[src/hw/rtl/atcr_pkg.sv]
`default_nettype none
package atcr_pkg;

    localparam logic [7:0] BODY_MAX = 8'd128;

    localparam logic [7:0] CH_A  = 8'h41;
    localparam logic [7:0] CH_T  = 8'h54;
    localparam logic [7:0] CH_CR = 8'h0D;
    localparam logic [7:0] CH_LF = 8'h0A;

    typedef enum logic [1:0] {
        OP_BYTE   = 2'd0,
        OP_ARM    = 2'd1,
        OP_CLEAR  = 2'd2,
        OP_CANCEL = 2'd3
    } t_op;

    typedef enum logic [1:0] {
        PS_WAIT_A  = 2'd0,
        PS_WAIT_T  = 2'd1,
        PS_BODY    = 2'd2,
        PS_WAIT_LF = 2'd3
    } t_parse_step;

    typedef enum logic [3:0] {
        ST_LINE_OK   = 4'd0,
        ST_WAIT_T    = 4'd1,
        ST_IN_BODY   = 4'd2,
        ST_WAIT_LF   = 4'd3,
        ST_EARLY_CR  = 4'd4,
        ST_NO_LF     = 4'd5,
        ST_NOT_A     = 4'd6,
        ST_NOT_T     = 4'd7,
        ST_OVERFLOW  = 4'd8,
        ST_BULK_BYTE = 4'd9,
        ST_BULK_DONE = 4'd10,
        ST_ACK       = 4'd11
    } t_status;

endpackage
`default_nettype wire

[src/hw/rtl/atcr_if.sv]
`default_nettype none
interface atcr_in_if;
    logic        valid;
    logic        ready;
    logic [1:0]  op;
    logic [7:0]  byte_in;
    logic [15:0] bulk_length;

    modport source (output valid, output op, output byte_in, output bulk_length, input ready);
    modport sink   (input valid, input op, input byte_in, input bulk_length, output ready);
endinterface

interface atcr_out_if;
    logic        valid;
    logic        ready;
    logic [3:0]  status;
    logic        store_valid;
    logic        store_is_bulk;
    logic [15:0] store_index;
    logic [7:0]  store_byte;
    logic [7:0]  line_length;
    logic [15:0] bulk_received;

    modport source (output valid, output status, output store_valid, output store_is_bulk,
                    output store_index, output store_byte, output line_length,
                    output bulk_received, input ready);
    modport sink   (input valid, input status, input store_valid, input store_is_bulk,
                    input store_index, input store_byte, input line_length,
                    input bulk_received, output ready);
endinterface
`default_nettype wire

[src/hw/rtl/at_command_byte_receiver.sv]
// AT command line receiver.
// i_in carries one word per item: op selects a received byte, arm bulk
// receive (with bulk_length), clear frame parser or cancel bulk receive.
// o_out returns exactly one result word per input word: a status code, an
// optional store request (buffer select, index, byte) and the last completed
// line length and bulk byte count.
// A word accepted on i_in sits in the input register; its result is loaded
// into the output register once that register is empty or being read, and
// is then offered on o_out.
// Throughput: one word per cycle while o_out is not stalled; the parser and
// bulk counters update in a single pass of compares and 8/16-bit increments and decrements.
// When o_out stalls, the result holds in the output register and one more
// word is still taken into the input register; i_in.ready drops only when
// both are full.
// Reset (synchronous, active low) empties both registers, puts the parser
// in wait-for-A and turns bulk mode off with its counters cleared.
`default_nettype none
module at_command_byte_receiver (
    input  logic              i_clk,
    input  logic              i_rst_n,
    atcr_in_if.sink           i_in,
    atcr_out_if.source        o_out
);

    logic                     r_in_valid;
    atcr_pkg::t_op            r_op;
    logic [7:0]               r_byte;
    logic [15:0]              r_len;

    atcr_pkg::t_parse_step    r_parse, n_parse;
    atcr_pkg::t_parse_step    r_before, n_before;
    logic [7:0]               r_body, n_body;
    logic [7:0]               r_done, n_done;
    logic                     r_bulk_active, n_bulk_active;
    logic [15:0]              r_bulk_rem, n_bulk_rem;
    logic [15:0]              r_bulk_cnt, n_bulk_cnt;

    logic                     r_out_valid;
    atcr_pkg::t_status        r_status, n_status;
    logic                     r_sv, n_sv;
    logic                     r_sbulk, n_sbulk;
    logic [15:0]              r_si, n_si;
    logic [7:0]               r_sb, n_sb;
    logic [7:0]               r_ll;
    logic [15:0]              r_br;

    logic                     w_move;
    logic                     w_bulk_take;

    assign w_move      = r_in_valid && (!r_out_valid || o_out.ready);
    assign i_in.ready  = !r_in_valid || w_move;
    assign w_bulk_take = (r_op == atcr_pkg::OP_BYTE) && r_bulk_active && (r_bulk_rem != 16'd0);

    // next state
    always_comb begin
        n_parse       = r_parse;
        n_before      = r_before;
        n_body        = r_body;
        n_done        = r_done;
        n_bulk_active = r_bulk_active;
        n_bulk_rem    = r_bulk_rem;
        n_bulk_cnt    = r_bulk_cnt;
        unique case (r_op)
            atcr_pkg::OP_ARM: begin
                n_bulk_active = (r_len != 16'd0);
                n_bulk_rem    = r_len;
                n_bulk_cnt    = 16'd0;
            end
            atcr_pkg::OP_CLEAR: begin
                n_parse = atcr_pkg::PS_WAIT_A;
                n_done  = 8'd0;
            end
            atcr_pkg::OP_CANCEL: begin
                n_bulk_active = 1'b0;
                n_bulk_rem    = 16'd0;
                n_bulk_cnt    = 16'd0;
            end
            default: begin
                if (w_bulk_take) begin
                    n_bulk_cnt = r_bulk_cnt + 16'd1;
                    n_bulk_rem = r_bulk_rem - 16'd1;
                    if (r_bulk_rem == 16'd1) begin
                        n_bulk_active = 1'b0;
                    end
                end else begin
                    n_bulk_active = 1'b0;
                    if (r_byte == atcr_pkg::CH_CR) begin
                        n_before = r_parse;
                        n_parse  = atcr_pkg::PS_WAIT_LF;
                    end else begin
                        unique case (r_parse)
                            atcr_pkg::PS_WAIT_A: begin
                                n_parse = (r_byte == atcr_pkg::CH_A) ? atcr_pkg::PS_WAIT_T
                                                                     : atcr_pkg::PS_WAIT_A;
                            end
                            atcr_pkg::PS_WAIT_T: begin
                                if (r_byte == atcr_pkg::CH_T) begin
                                    n_body  = 8'd0;
                                    n_parse = atcr_pkg::PS_BODY;
                                end else begin
                                    n_parse = atcr_pkg::PS_WAIT_A;
                                end
                            end
                            atcr_pkg::PS_BODY: begin
                                if (r_body >= atcr_pkg::BODY_MAX) begin
                                    n_parse = atcr_pkg::PS_WAIT_A;
                                end else begin
                                    n_body = r_body + 8'd1;
                                end
                            end
                            default: begin
                                n_parse = atcr_pkg::PS_WAIT_A;
                                if (r_byte == atcr_pkg::CH_LF &&
                                    (r_before == atcr_pkg::PS_BODY ||
                                     r_before == atcr_pkg::PS_WAIT_LF)) begin
                                    n_done = r_body;
                                end
                            end
                        endcase
                    end
                end
            end
        endcase
    end

    // result
    always_comb begin
        n_status = atcr_pkg::ST_ACK;
        n_sv     = 1'b0;
        n_sbulk  = 1'b0;
        n_si     = 16'd0;
        if (r_op == atcr_pkg::OP_BYTE) begin
            if (w_bulk_take) begin
                n_sv     = 1'b1;
                n_sbulk  = 1'b1;
                n_si     = r_bulk_cnt;
                n_status = (r_bulk_rem == 16'd1) ? atcr_pkg::ST_BULK_DONE
                                                 : atcr_pkg::ST_BULK_BYTE;
            end else if (r_byte == atcr_pkg::CH_CR) begin
                n_status = atcr_pkg::ST_WAIT_LF;
            end else begin
                unique case (r_parse)
                    atcr_pkg::PS_WAIT_A: begin
                        n_status = (r_byte == atcr_pkg::CH_A) ? atcr_pkg::ST_WAIT_T
                                                              : atcr_pkg::ST_NOT_A;
                    end
                    atcr_pkg::PS_WAIT_T: begin
                        n_status = (r_byte == atcr_pkg::CH_T) ? atcr_pkg::ST_IN_BODY
                                                              : atcr_pkg::ST_NOT_T;
                    end
                    atcr_pkg::PS_BODY: begin
                        if (r_body >= atcr_pkg::BODY_MAX) begin
                            n_status = atcr_pkg::ST_OVERFLOW;
                        end else begin
                            n_status = atcr_pkg::ST_IN_BODY;
                            n_sv     = 1'b1;
                            n_si     = {8'd0, r_body};
                        end
                    end
                    default: begin
                        if (r_byte != atcr_pkg::CH_LF) begin
                            n_status = atcr_pkg::ST_NO_LF;
                        end else if (r_before == atcr_pkg::PS_BODY ||
                                     r_before == atcr_pkg::PS_WAIT_LF) begin
                            n_status = atcr_pkg::ST_LINE_OK;
                        end else begin
                            n_status = atcr_pkg::ST_EARLY_CR;
                        end
                    end
                endcase
            end
        end
        n_sb = n_sv ? r_byte : 8'd0;
    end

    always_ff @(posedge i_clk) begin
        if (!i_rst_n) begin
            r_in_valid <= 1'b0;
        end else if (i_in.ready) begin
            r_in_valid <= i_in.valid;
        end
        if (i_in.ready && i_in.valid) begin
            r_op   <= atcr_pkg::t_op'(i_in.op);
            r_byte <= i_in.byte_in;
            r_len  <= i_in.bulk_length;
        end
    end

    always_ff @(posedge i_clk) begin
        if (!i_rst_n) begin
            r_parse       <= atcr_pkg::PS_WAIT_A;
            r_before      <= atcr_pkg::PS_WAIT_A;
            r_body        <= 8'd0;
            r_done        <= 8'd0;
            r_bulk_active <= 1'b0;
            r_bulk_rem    <= 16'd0;
            r_bulk_cnt    <= 16'd0;
        end else if (w_move) begin
            r_parse       <= n_parse;
            r_before      <= n_before;
            r_body        <= n_body;
            r_done        <= n_done;
            r_bulk_active <= n_bulk_active;
            r_bulk_rem    <= n_bulk_rem;
            r_bulk_cnt    <= n_bulk_cnt;
        end
    end

    always_ff @(posedge i_clk) begin
        if (!i_rst_n) begin
            r_out_valid <= 1'b0;
        end else if (w_move) begin
            r_out_valid <= 1'b1;
        end else if (o_out.ready) begin
            r_out_valid <= 1'b0;
        end
        if (w_move) begin
            r_status <= n_status;
            r_sv     <= n_sv;
            r_sbulk  <= n_sbulk;
            r_si     <= n_si;
            r_sb     <= n_sb;
            r_ll     <= n_done;
            r_br     <= n_bulk_cnt;
        end
    end

    assign o_out.valid         = r_out_valid;
    assign o_out.status        = r_status;
    assign o_out.store_valid   = r_sv;
    assign o_out.store_is_bulk = r_sbulk;
    assign o_out.store_index   = r_si;
    assign o_out.store_byte    = r_sb;
    assign o_out.line_length   = r_ll;
    assign o_out.bulk_received = r_br;

endmodule
`default_nettype wire

[src/flat_wrapper.sv]
// flat-port wrapper written by rule: the top's interface ports become plain ports
module at_command_byte_receiver_flat 
  (i_clk, i_rst_n, i_in_valid, i_in_op, i_in_byte_in, i_in_bulk_length, i_in_ready, o_out_valid, o_out_status, o_out_store_valid, o_out_store_is_bulk, o_out_store_index, o_out_store_byte, o_out_line_length, o_out_bulk_received, o_out_ready);
  atcr_in_if i_in_i ();
  atcr_out_if o_out_i ();
  input  logic i_clk;
  input  logic i_rst_n;
  input wire logic [$bits(i_in_i.valid)-1:0] i_in_valid;
  input wire logic [$bits(i_in_i.op)-1:0] i_in_op;
  input wire logic [$bits(i_in_i.byte_in)-1:0] i_in_byte_in;
  input wire logic [$bits(i_in_i.bulk_length)-1:0] i_in_bulk_length;
  output wire logic [$bits(i_in_i.ready)-1:0] i_in_ready;
  output wire logic [$bits(o_out_i.valid)-1:0] o_out_valid;
  output wire logic [$bits(o_out_i.status)-1:0] o_out_status;
  output wire logic [$bits(o_out_i.store_valid)-1:0] o_out_store_valid;
  output wire logic [$bits(o_out_i.store_is_bulk)-1:0] o_out_store_is_bulk;
  output wire logic [$bits(o_out_i.store_index)-1:0] o_out_store_index;
  output wire logic [$bits(o_out_i.store_byte)-1:0] o_out_store_byte;
  output wire logic [$bits(o_out_i.line_length)-1:0] o_out_line_length;
  output wire logic [$bits(o_out_i.bulk_received)-1:0] o_out_bulk_received;
  input wire logic [$bits(o_out_i.ready)-1:0] o_out_ready;
  assign i_in_i.valid = i_in_valid;
  assign i_in_i.op = i_in_op;
  assign i_in_i.byte_in = i_in_byte_in;
  assign i_in_i.bulk_length = i_in_bulk_length;
  assign i_in_ready = i_in_i.ready;
  assign o_out_valid = o_out_i.valid;
  assign o_out_status = o_out_i.status;
  assign o_out_store_valid = o_out_i.store_valid;
  assign o_out_store_is_bulk = o_out_i.store_is_bulk;
  assign o_out_store_index = o_out_i.store_index;
  assign o_out_store_byte = o_out_i.store_byte;
  assign o_out_line_length = o_out_i.line_length;
  assign o_out_bulk_received = o_out_i.bulk_received;
  assign o_out_i.ready = o_out_ready;
  at_command_byte_receiver u_core (.i_clk(i_clk), .i_rst_n(i_rst_n), .i_in(i_in_i), .o_out(o_out_i));
endmodule
[config.mk]
export PLATFORM = sky130hd
export DESIGN_NAME = at_command_byte_receiver_flat
export DESIGN_NICKNAME = d
export VERILOG_FILES = /design/src/hw/rtl/atcr_pkg.sv /design/src/hw/rtl/atcr_if.sv /design/src/hw/rtl/at_command_byte_receiver.sv /design/src/flat_wrapper.sv
export SDC_FILE = /design/constraint.sdc
export NUM_CORES = 1
export LEC_CHECK = 0
export BUFFER_PORTS_ARGS = -buffer_cell sky130_fd_sc_hd__buf_2
export CORE_MARGIN = 2
export CORE_UTILIZATION = 35
export CTS_CLUSTER_DIAMETER = 120
export CTS_CLUSTER_SIZE = 40
export DETAILED_ROUTE_END_ITERATION = 7
export PLACE_DENSITY = 0.51
export SLEW_MARGIN = 40
export SYNTH_ARGS = -nofsm -noshare
export SYNTH_HDL_FRONTEND = slang
export SYNTH_SLANG_ARGS = --single-unit
[constraint.sdc]
create_clock -name i_clk -period 5 [get_ports i_clk]
set_clock_uncertainty 0.05 [all_clocks]
set_input_delay 0 -clock i_clk [delete_from_list [all_inputs] [get_ports i_clk]]
set_output_delay 0 -clock i_clk [all_outputs]
set_load 0.01 [all_outputs]
Word-level counts from Yosys, hierarchy flattened
Index checks and enable logic that the tools add are counted.
- bits in latches: 0
- bits in read-only memories: 0
- logic and storage cells: 114
- memories: 0
- register bits: 135
- bits in writable memories: 0
- $lt $le $gt $ge: 1
- add/subtract/negate cells: 3
- div/mod/pow operators: 0
- bitwise operators: 5
- multiplexer cells: 43
- reductions and logical operators: 25
- multiply operators: 0
- shifts and indexed selects: 0
- eq/ne operators: 18
- operators by type and width (kind ; number):
    16-bit 2-to-1 mux ; 5
    8-bit 2-to-1 mux ; 7
    16-bit one-hot mux with 3 select lines ; 1
    16-bit one-hot mux with 2 select lines ; 1
    8-bit one-hot mux with 2 select lines ; 2
    16-bit nonzero test ; 2
    16-bit by 1-bit adder with 16-bit output (second input constant) ; 1
    16-bit by 1-bit equality test with 1-bit output (second input constant) ; 1
    8-bit by 4-bit equality test with 1-bit output (second input constant) ; 2
    8-bit by 7-bit equality test with 1-bit output (second input constant) ; 2
    4-bit 2-to-1 mux ; 4
    16-bit by 1-bit subtractor with 16-bit output (second input constant) ; 1
    4-bit one-hot mux with 3 select lines ; 1
    1-bit 2-to-1 mux ; 11
    2-bit equality test (second input constant) ; 5
    2-bit 2-to-1 mux ; 5
    3-bit 2-to-1 mux ; 3
    8-bit by 1-bit adder with 8-bit output (second input constant) ; 1
    8-bit >= comparator (second input constant) ; 1
    8-bit by 4-bit inequality test with 1-bit output (second input constant) ; 1
    4-bit AND reduction ; 2
    7-bit AND reduction ; 1
    2-bit one-hot mux with 3 select lines ; 1
    3-bit AND reduction ; 2
    16 further kinds ; 32

Logic depth before layout (Yosys ltp)
- depth in word-level cells: 8
- gate-level depth with buffers: 10
- gate-level depth less buffers: 8

Worst setup path after synthesis
Ideal clock, no wire load.
- kind: register to register
- start: register u_core.r_out_valid (netlist: u_core.o_out.valid)
- end: register u_core.r_bulk_rem[3]
- library setup time: 0.074 ns
- buffers on the path: 1
- data required time: 4.876 ns
- cell stages (with the launch flop): 8
- data arrival time: 2.515 ns
- period minus slack after synthesis: 2.639 ns
- slack: 2.361 ns
- path through: dfxtp_1 > nand2b_1 > nand2_1 > inv_1 > a41oi_2 > buf_4 > or2_2 > o21ai_0
- longest elaborated chain between the ends: 4
- RTL lines (what ; line ; text):
    start: declaration ; at_command_byte_receiver.sv:38 ; logic r_out_valid;
    start signal: assignment ; at_command_byte_receiver.sv:211 ; r_out_valid <= 1'b0;
    start signal: assignment ; at_command_byte_receiver.sv:213 ; r_out_valid <= 1'b1;
    start signal: assignment ; at_command_byte_receiver.sv:215 ; r_out_valid <= 1'b0;
    1-bit logical NOT ; at_command_byte_receiver.sv:50 ; assign w_move = r_in_valid && (!r_out_valid || o_out.ready);
    1-bit logical OR ; at_command_byte_receiver.sv:50 ;
    1-bit logical AND ; at_command_byte_receiver.sv:50 ;
    named net u_core.w_move ; at_command_byte_receiver.sv:47 ; logic w_move;
    3-bit AND reduction (no source line) ; -- ;
    end signal: assignment ; at_command_byte_receiver.sv:204 ; r_bulk_rem <= n_bulk_rem;
    end: declaration ; at_command_byte_receiver.sv:35 ; logic [15:0] r_bulk_rem, n_bulk_rem;
The timed path passes the listed nets, and every way through them passes these cells.
A chain may end at the register's enable or synchronous reset.

Worst setup path after layout
- start: register u_core.r_bulk_rem[0]
- end: register u_core.r_bulk_rem[15]
- longest elaborated chain between the ends: 4
- RTL lines (what):
    parallel branches: the longest is 4 deep, another holds 16-bit by 1-bit subtractor with 16-bit output
Parallel ways; which one is timed is not known. The select of a mux whose other input is x is not followed.

==> out/metrics.sh <==
RUN_STATUS='complete, no violations'
DIE_AREA_SQ_UM=18900
WORST_SKEW_PAIR.LATE_LATENCY_NS=0.42
SYN-INSTANCE-COUNT=586
FINAL_NET_COUNT=716
AREA_SHARE_OF_FA_HA_MAJ_CELLS_AFTER_SYNTHESIS=0.0100
PWR-SHARE-COMB=0.093
DRT_DRC_VIOLATIONS_LEFT=0
ANTENNA_FOUND_INITIAL=0
SYNTH_SEQ_CELLS=134
TRITONCTS.NUM_BUFFERS=17
DOMINANTREGCELLSYNTH='sky130_fd_sc_hd__edfxtp_1'
COUNT_OF_CLOCK_TREE_SINKS=134
TRITONCTS='done'
YOSYS.AREA.TOP_TYPE_SHARE=0.385
DP_HPWL_MM=10.2
GRT_PASS1_VIAS=4845
PORT_BUFFERS=85
DRIVE_ABOVE_1_SHARE=0.207
COMPOUND_CELL_AREA_SHARE_OF_THE_YOSYS_NETLIST=0.168
GRT_SETUP_UNREPAIRED='no'
MAXIMUM_NUMBER_OF_PINS_ON_ONE_NET_BEFORE_GLOBAL_ROUTE_REPAIR=60
DIE_W_UM=137
DR.FIRST_ITER.DRC_COUNT=317
SYNTHXORXNORAREAFRAC=0.0225
AREA.GROWTH.SYNTH_TO_FINAL_PCT=22.7
TOP_LEVEL_PORTS=86
POST-ROUTE-MIN-PERIOD_NS=2.98
MAXSLEWVIOLCOUNT=0
INITIAL_UTILIZATION=0.359
FILL_CELL_INSTANCE_COUNT_OF_THE_FINAL_LAYOUT=1648
FINISH.INSTANCE_AREA_SQ_UM=7650
GLOBALROUTETOTALUTIL=0.172
SYNTH_AREA_SQ_UM=6230
SLEW_HEADROOM=0.477
FINAL-SETUP-VIOL-COUNT=0
POWER.SWITCHING_FRACTION=0.243
PLACED_CELL_AREA_SQ_UM=6810
FIRST_PASS_GRT_WIRE_LENGTH_MM=25.1
SYNTHMUXAREASHARE=0.00482
WL_PER_CELL_UM=16.8
SYNTH_LARGEST_AREA_CELL='sky130_fd_sc_hd__edfxtp_1'
GLOBALROUTEOVERFLOWTOTAL=0
FP.COREAREA_SQ_UM=17400
FMAX_MHz=335
CRITPATHMAXFANOUT=27
SHARE_CLK_OF_TOTAL_POWER=0.437
FINAL.SETUP.TNS_NS=0
DIEHEIGHT_UM=137
DOMINANT_COMBINATIONAL_CELL_FAMILY_BY_AREA_AFTER_SYNTHESIS='simple AND/OR/NAND/NOR gates'
ANTENNA_LEFT=0
SYNTH_AREA_PER_CELL_SQ_UM=10.6
LAYOUT.CELLS.MOST_COMMON='sky130_fd_sc_hd__buf_2'
WORST_SLEW_PIN_SLEW_NS=0.782
POWER.SWITCHING_W=0.000637
OVERALL_POWER_AFTER_LAYOUT_W=0.00263
DRT-PASS1-ITER-COUNT=6
TOTAL_OF_WARNINGS_RAISED_BY_YOSYS=0
CLOCKROOTBUFFER='sky130_fd_sc_hd__clkbuf_16'
GPL.FINAL_WEIGHTED_CONGESTION=0.809
SIMPLE_GATE_PORTION_OF_THE_SYNTHESIZED_AREA=0.196
VDD_DROP_MAX_V=0.000256
DETAILROUTE.VIA_COUNT=5006
CRITICAL_PATH.ENDPOINT_TYPE='flop'
HP-CLASS='in -> reg'
CP_DATA_REQUIRED_TIME_NS=5.28
POST-ROUTE-PERIOD-UTIL=0.596
P_LEAK_nW=2.72
CRITICALPATHCATEGORY='reg -> reg'
YS_ASYNC_SR_FRACTION=0
POSTSYNTHNETCOUNT=621
WORST-ENDPOINT-ARRIVAL_NS=3.26
FINALHOLDVIOLCOUNT=0
ROUTED_WIRELENGTH_MM=15.5
NUM_ROWS=48
P_INT_W=0.00199
POWER.SEQUENTIAL.FRACTION=0.470
MOSTFREQUENTLAYOUTCELLS='sky130_fd_sc_hd__buf_2, sky130_fd_sc_hd__edfxtp_1, sky130_fd_sc_hd__dfxtp_1, sky130_fd_sc_hd__nor2_1, sky130_fd_sc_hd__a21oi_1'
ANTENNA_CELLS_INSERTED=0
SYNTH-SEQ-AREA-SHARE=0.559
WORST_SETUP_HOLD_PATH_CLK_SLEW_NS=0.06
MAX-CLOCK-PATH-BUFFERS=2
SYNTH.LIB_CELLS_USED.DISTINCT=70
CLOCK_TREE.HTREE_LEVEL_COUNT=4
SYNTH_ENABLE_FLOP_CELLS=80
CELLPOWERDENSITY_nW_PER_UM2=343
NUMBER_OF_VIAS_PER_CELL=5.45
WORSTSETUPSTARTPOINTTYPE='flop'
HOLD_SLACK_NS=0.139
FINAL_CORE_UTILIZATION=0.441
YS_TOP_CELLS_BY_AREA='sky130_fd_sc_hd__edfxtp_1, sky130_fd_sc_hd__dfxtp_1, sky130_fd_sc_hd__a21oi_1'
DRV_CAP=0
## final timing paths
kind,start,endpoint,slack [ns],cells after the start
hold / removal,i_rst_n,u_core.r_bulk_rem[0]$_SDFFE_PN0P_,0.14,2
setup / recovery,u_core.r_bulk_rem[0]$_SDFFE_PN0P_,u_core.r_bulk_rem[15]$_SDFFE_PN0P_,2.02,8
setup reg to reg,u_core.r_bulk_rem[0]$_SDFFE_PN0P_,u_core.r_bulk_rem[15]$_SDFFE_PN0P_,2.02,8
hold reg to reg,u_core.r_done[5]$_SDFFE_PN0P_,u_core.r_done[5]$_SDFFE_PN0P_,0.43,1
## registers in the layout, indices dropped and copies added, names as in the netlist, 2 cells and up
signal / cells
u_core.o_out.bulk_received: 16
u_core.o_out.line_length: 8
u_core.o_out.status: 4
u_core.o_out.store_byte: 8
u_core.o_out.store_index: 16
u_core.r_body: 8
u_core.r_bulk_cnt: 16
u_core.r_bulk_rem: 16
u_core.r_byte: 8
u_core.r_done: 8
u_core.r_len: 16
u_core.r_op: 2
u_core.r_parse: 2
## critical path, stage by stage (launching register included)
cell and delay, ns:
sky130_fd_sc_hd__dfxtp_1 0.33, sky130_fd_sc_hd__inv_1 0.10, sky130_fd_sc_hd__ha_1 0.21, sky130_fd_sc_hd__or3b_2 0.58, sky130_fd_sc_hd__or4_4 0.61, sky130_fd_sc_hd__a41oi_2 0.29
sky130_fd_sc_hd__buf_4 0.34, sky130_fd_sc_hd__a21oi_1 0.10, sky130_fd_sc_hd__a221oi_2 0.26
## cells by family (layout without fill, tap and decap cells)
| logic type | Yosys count | count (layout) |
|---|---|---|
| xor+xnor | 16 | 16 |
| fa+ha+maj | 5 | 5 |
| flops | 134 | 134 |
| buf+inv | 58 | 166 |
| mux | 3 | 3 |
| compound gates | 149 | 149 |
| simple gates | 221 | 221 |
## cell usage after synthesis, types with 9 or more instances
master and count:
sky130_fd_sc_hd__xor2_1 11, sky130_fd_sc_hd__and3_1 20, sky130_fd_sc_hd__clkbuf_1 33, sky130_fd_sc_hd__or3_1 12, sky130_fd_sc_hd__nand2_1 28, sky130_fd_sc_hd__o211ai_1 15
sky130_fd_sc_hd__edfxtp_1 80, sky130_fd_sc_hd__and2_1 10, sky130_fd_sc_hd__dfxtp_1 54, sky130_fd_sc_hd__nor2_1 40, sky130_fd_sc_hd__nor2b_1 11, sky130_fd_sc_hd__a21oi_1 33
sky130_fd_sc_hd__o21ai_0 20, sky130_fd_sc_hd__inv_1 9, sky130_fd_sc_hd__a31oi_1 16, sky130_fd_sc_hd__nand3_1 32, sky130_fd_sc_hd__nor4_1 12, sky130_fd_sc_hd__o31ai_1 14
sky130_fd_sc_hd__a22o_1 16, sky130_fd_sc_hd__nand4_1 12, sky130_fd_sc_hd__nor3_1 15
## metal layers
| layer | wire length (um) | up-vias | track usage | part of all wire |
|---|---|---|---|---|
| met5 | 0 | - | 0 | 0 |
| met4 | 262 | 0 | 0.0693 | 0.017 |
| met3 | 713 | 22 | 0.0364 | 0.046 |
| met2 | 7010 | 137 | 0.269 | 0.45 |
| met1 | 7480 | 2398 | 0.234 | 0.48 |
| li1 | - | 2449 | - | - |
## what timing repair did
action / 4_1_cts / 5_1_grt
hold endpoints to repair: 28 / 0
hold buffers: 29 / 0
setup buffers: 0 / 0
resized for setup: 0 / 0
## per-stage QoR
step                setup slack [ns]  instances
floorplan                       2.36        586
CTS                             1.82        918
finish                          2.02        919
detailed placement              1.82        857
global placement                1.87        857
global route                    1.85        919
## area by class of cell
class                   count  area [sq um]  area share
repair buffers            121           772       0.101
clock buffers              22           454      0.0594
clock inverters            10          82.6      0.0108
inverters                  13          48.8     0.00638
well taps                 225           282      0.0368
flip-flops and latches    134          3480       0.455
multi-input cells         394          2530       0.330
## power by group through the flow
stage | logic (W) | registers [W] | clock network [W]
floorplan | 0.000149 | 0.00126 | 0
global placement | 0.000218 | 0.00126 | 0
detailed placement | 0.000224 | 0.00126 | 0
CTS | 0.000241 | 0.00124 | 0.00117
global route | 0.000270 | 0.00124 | 0.00122
finish | 0.000244 | 0.00123 | 0.00115
Note: power is estimated with default switching activity, not from simulation.
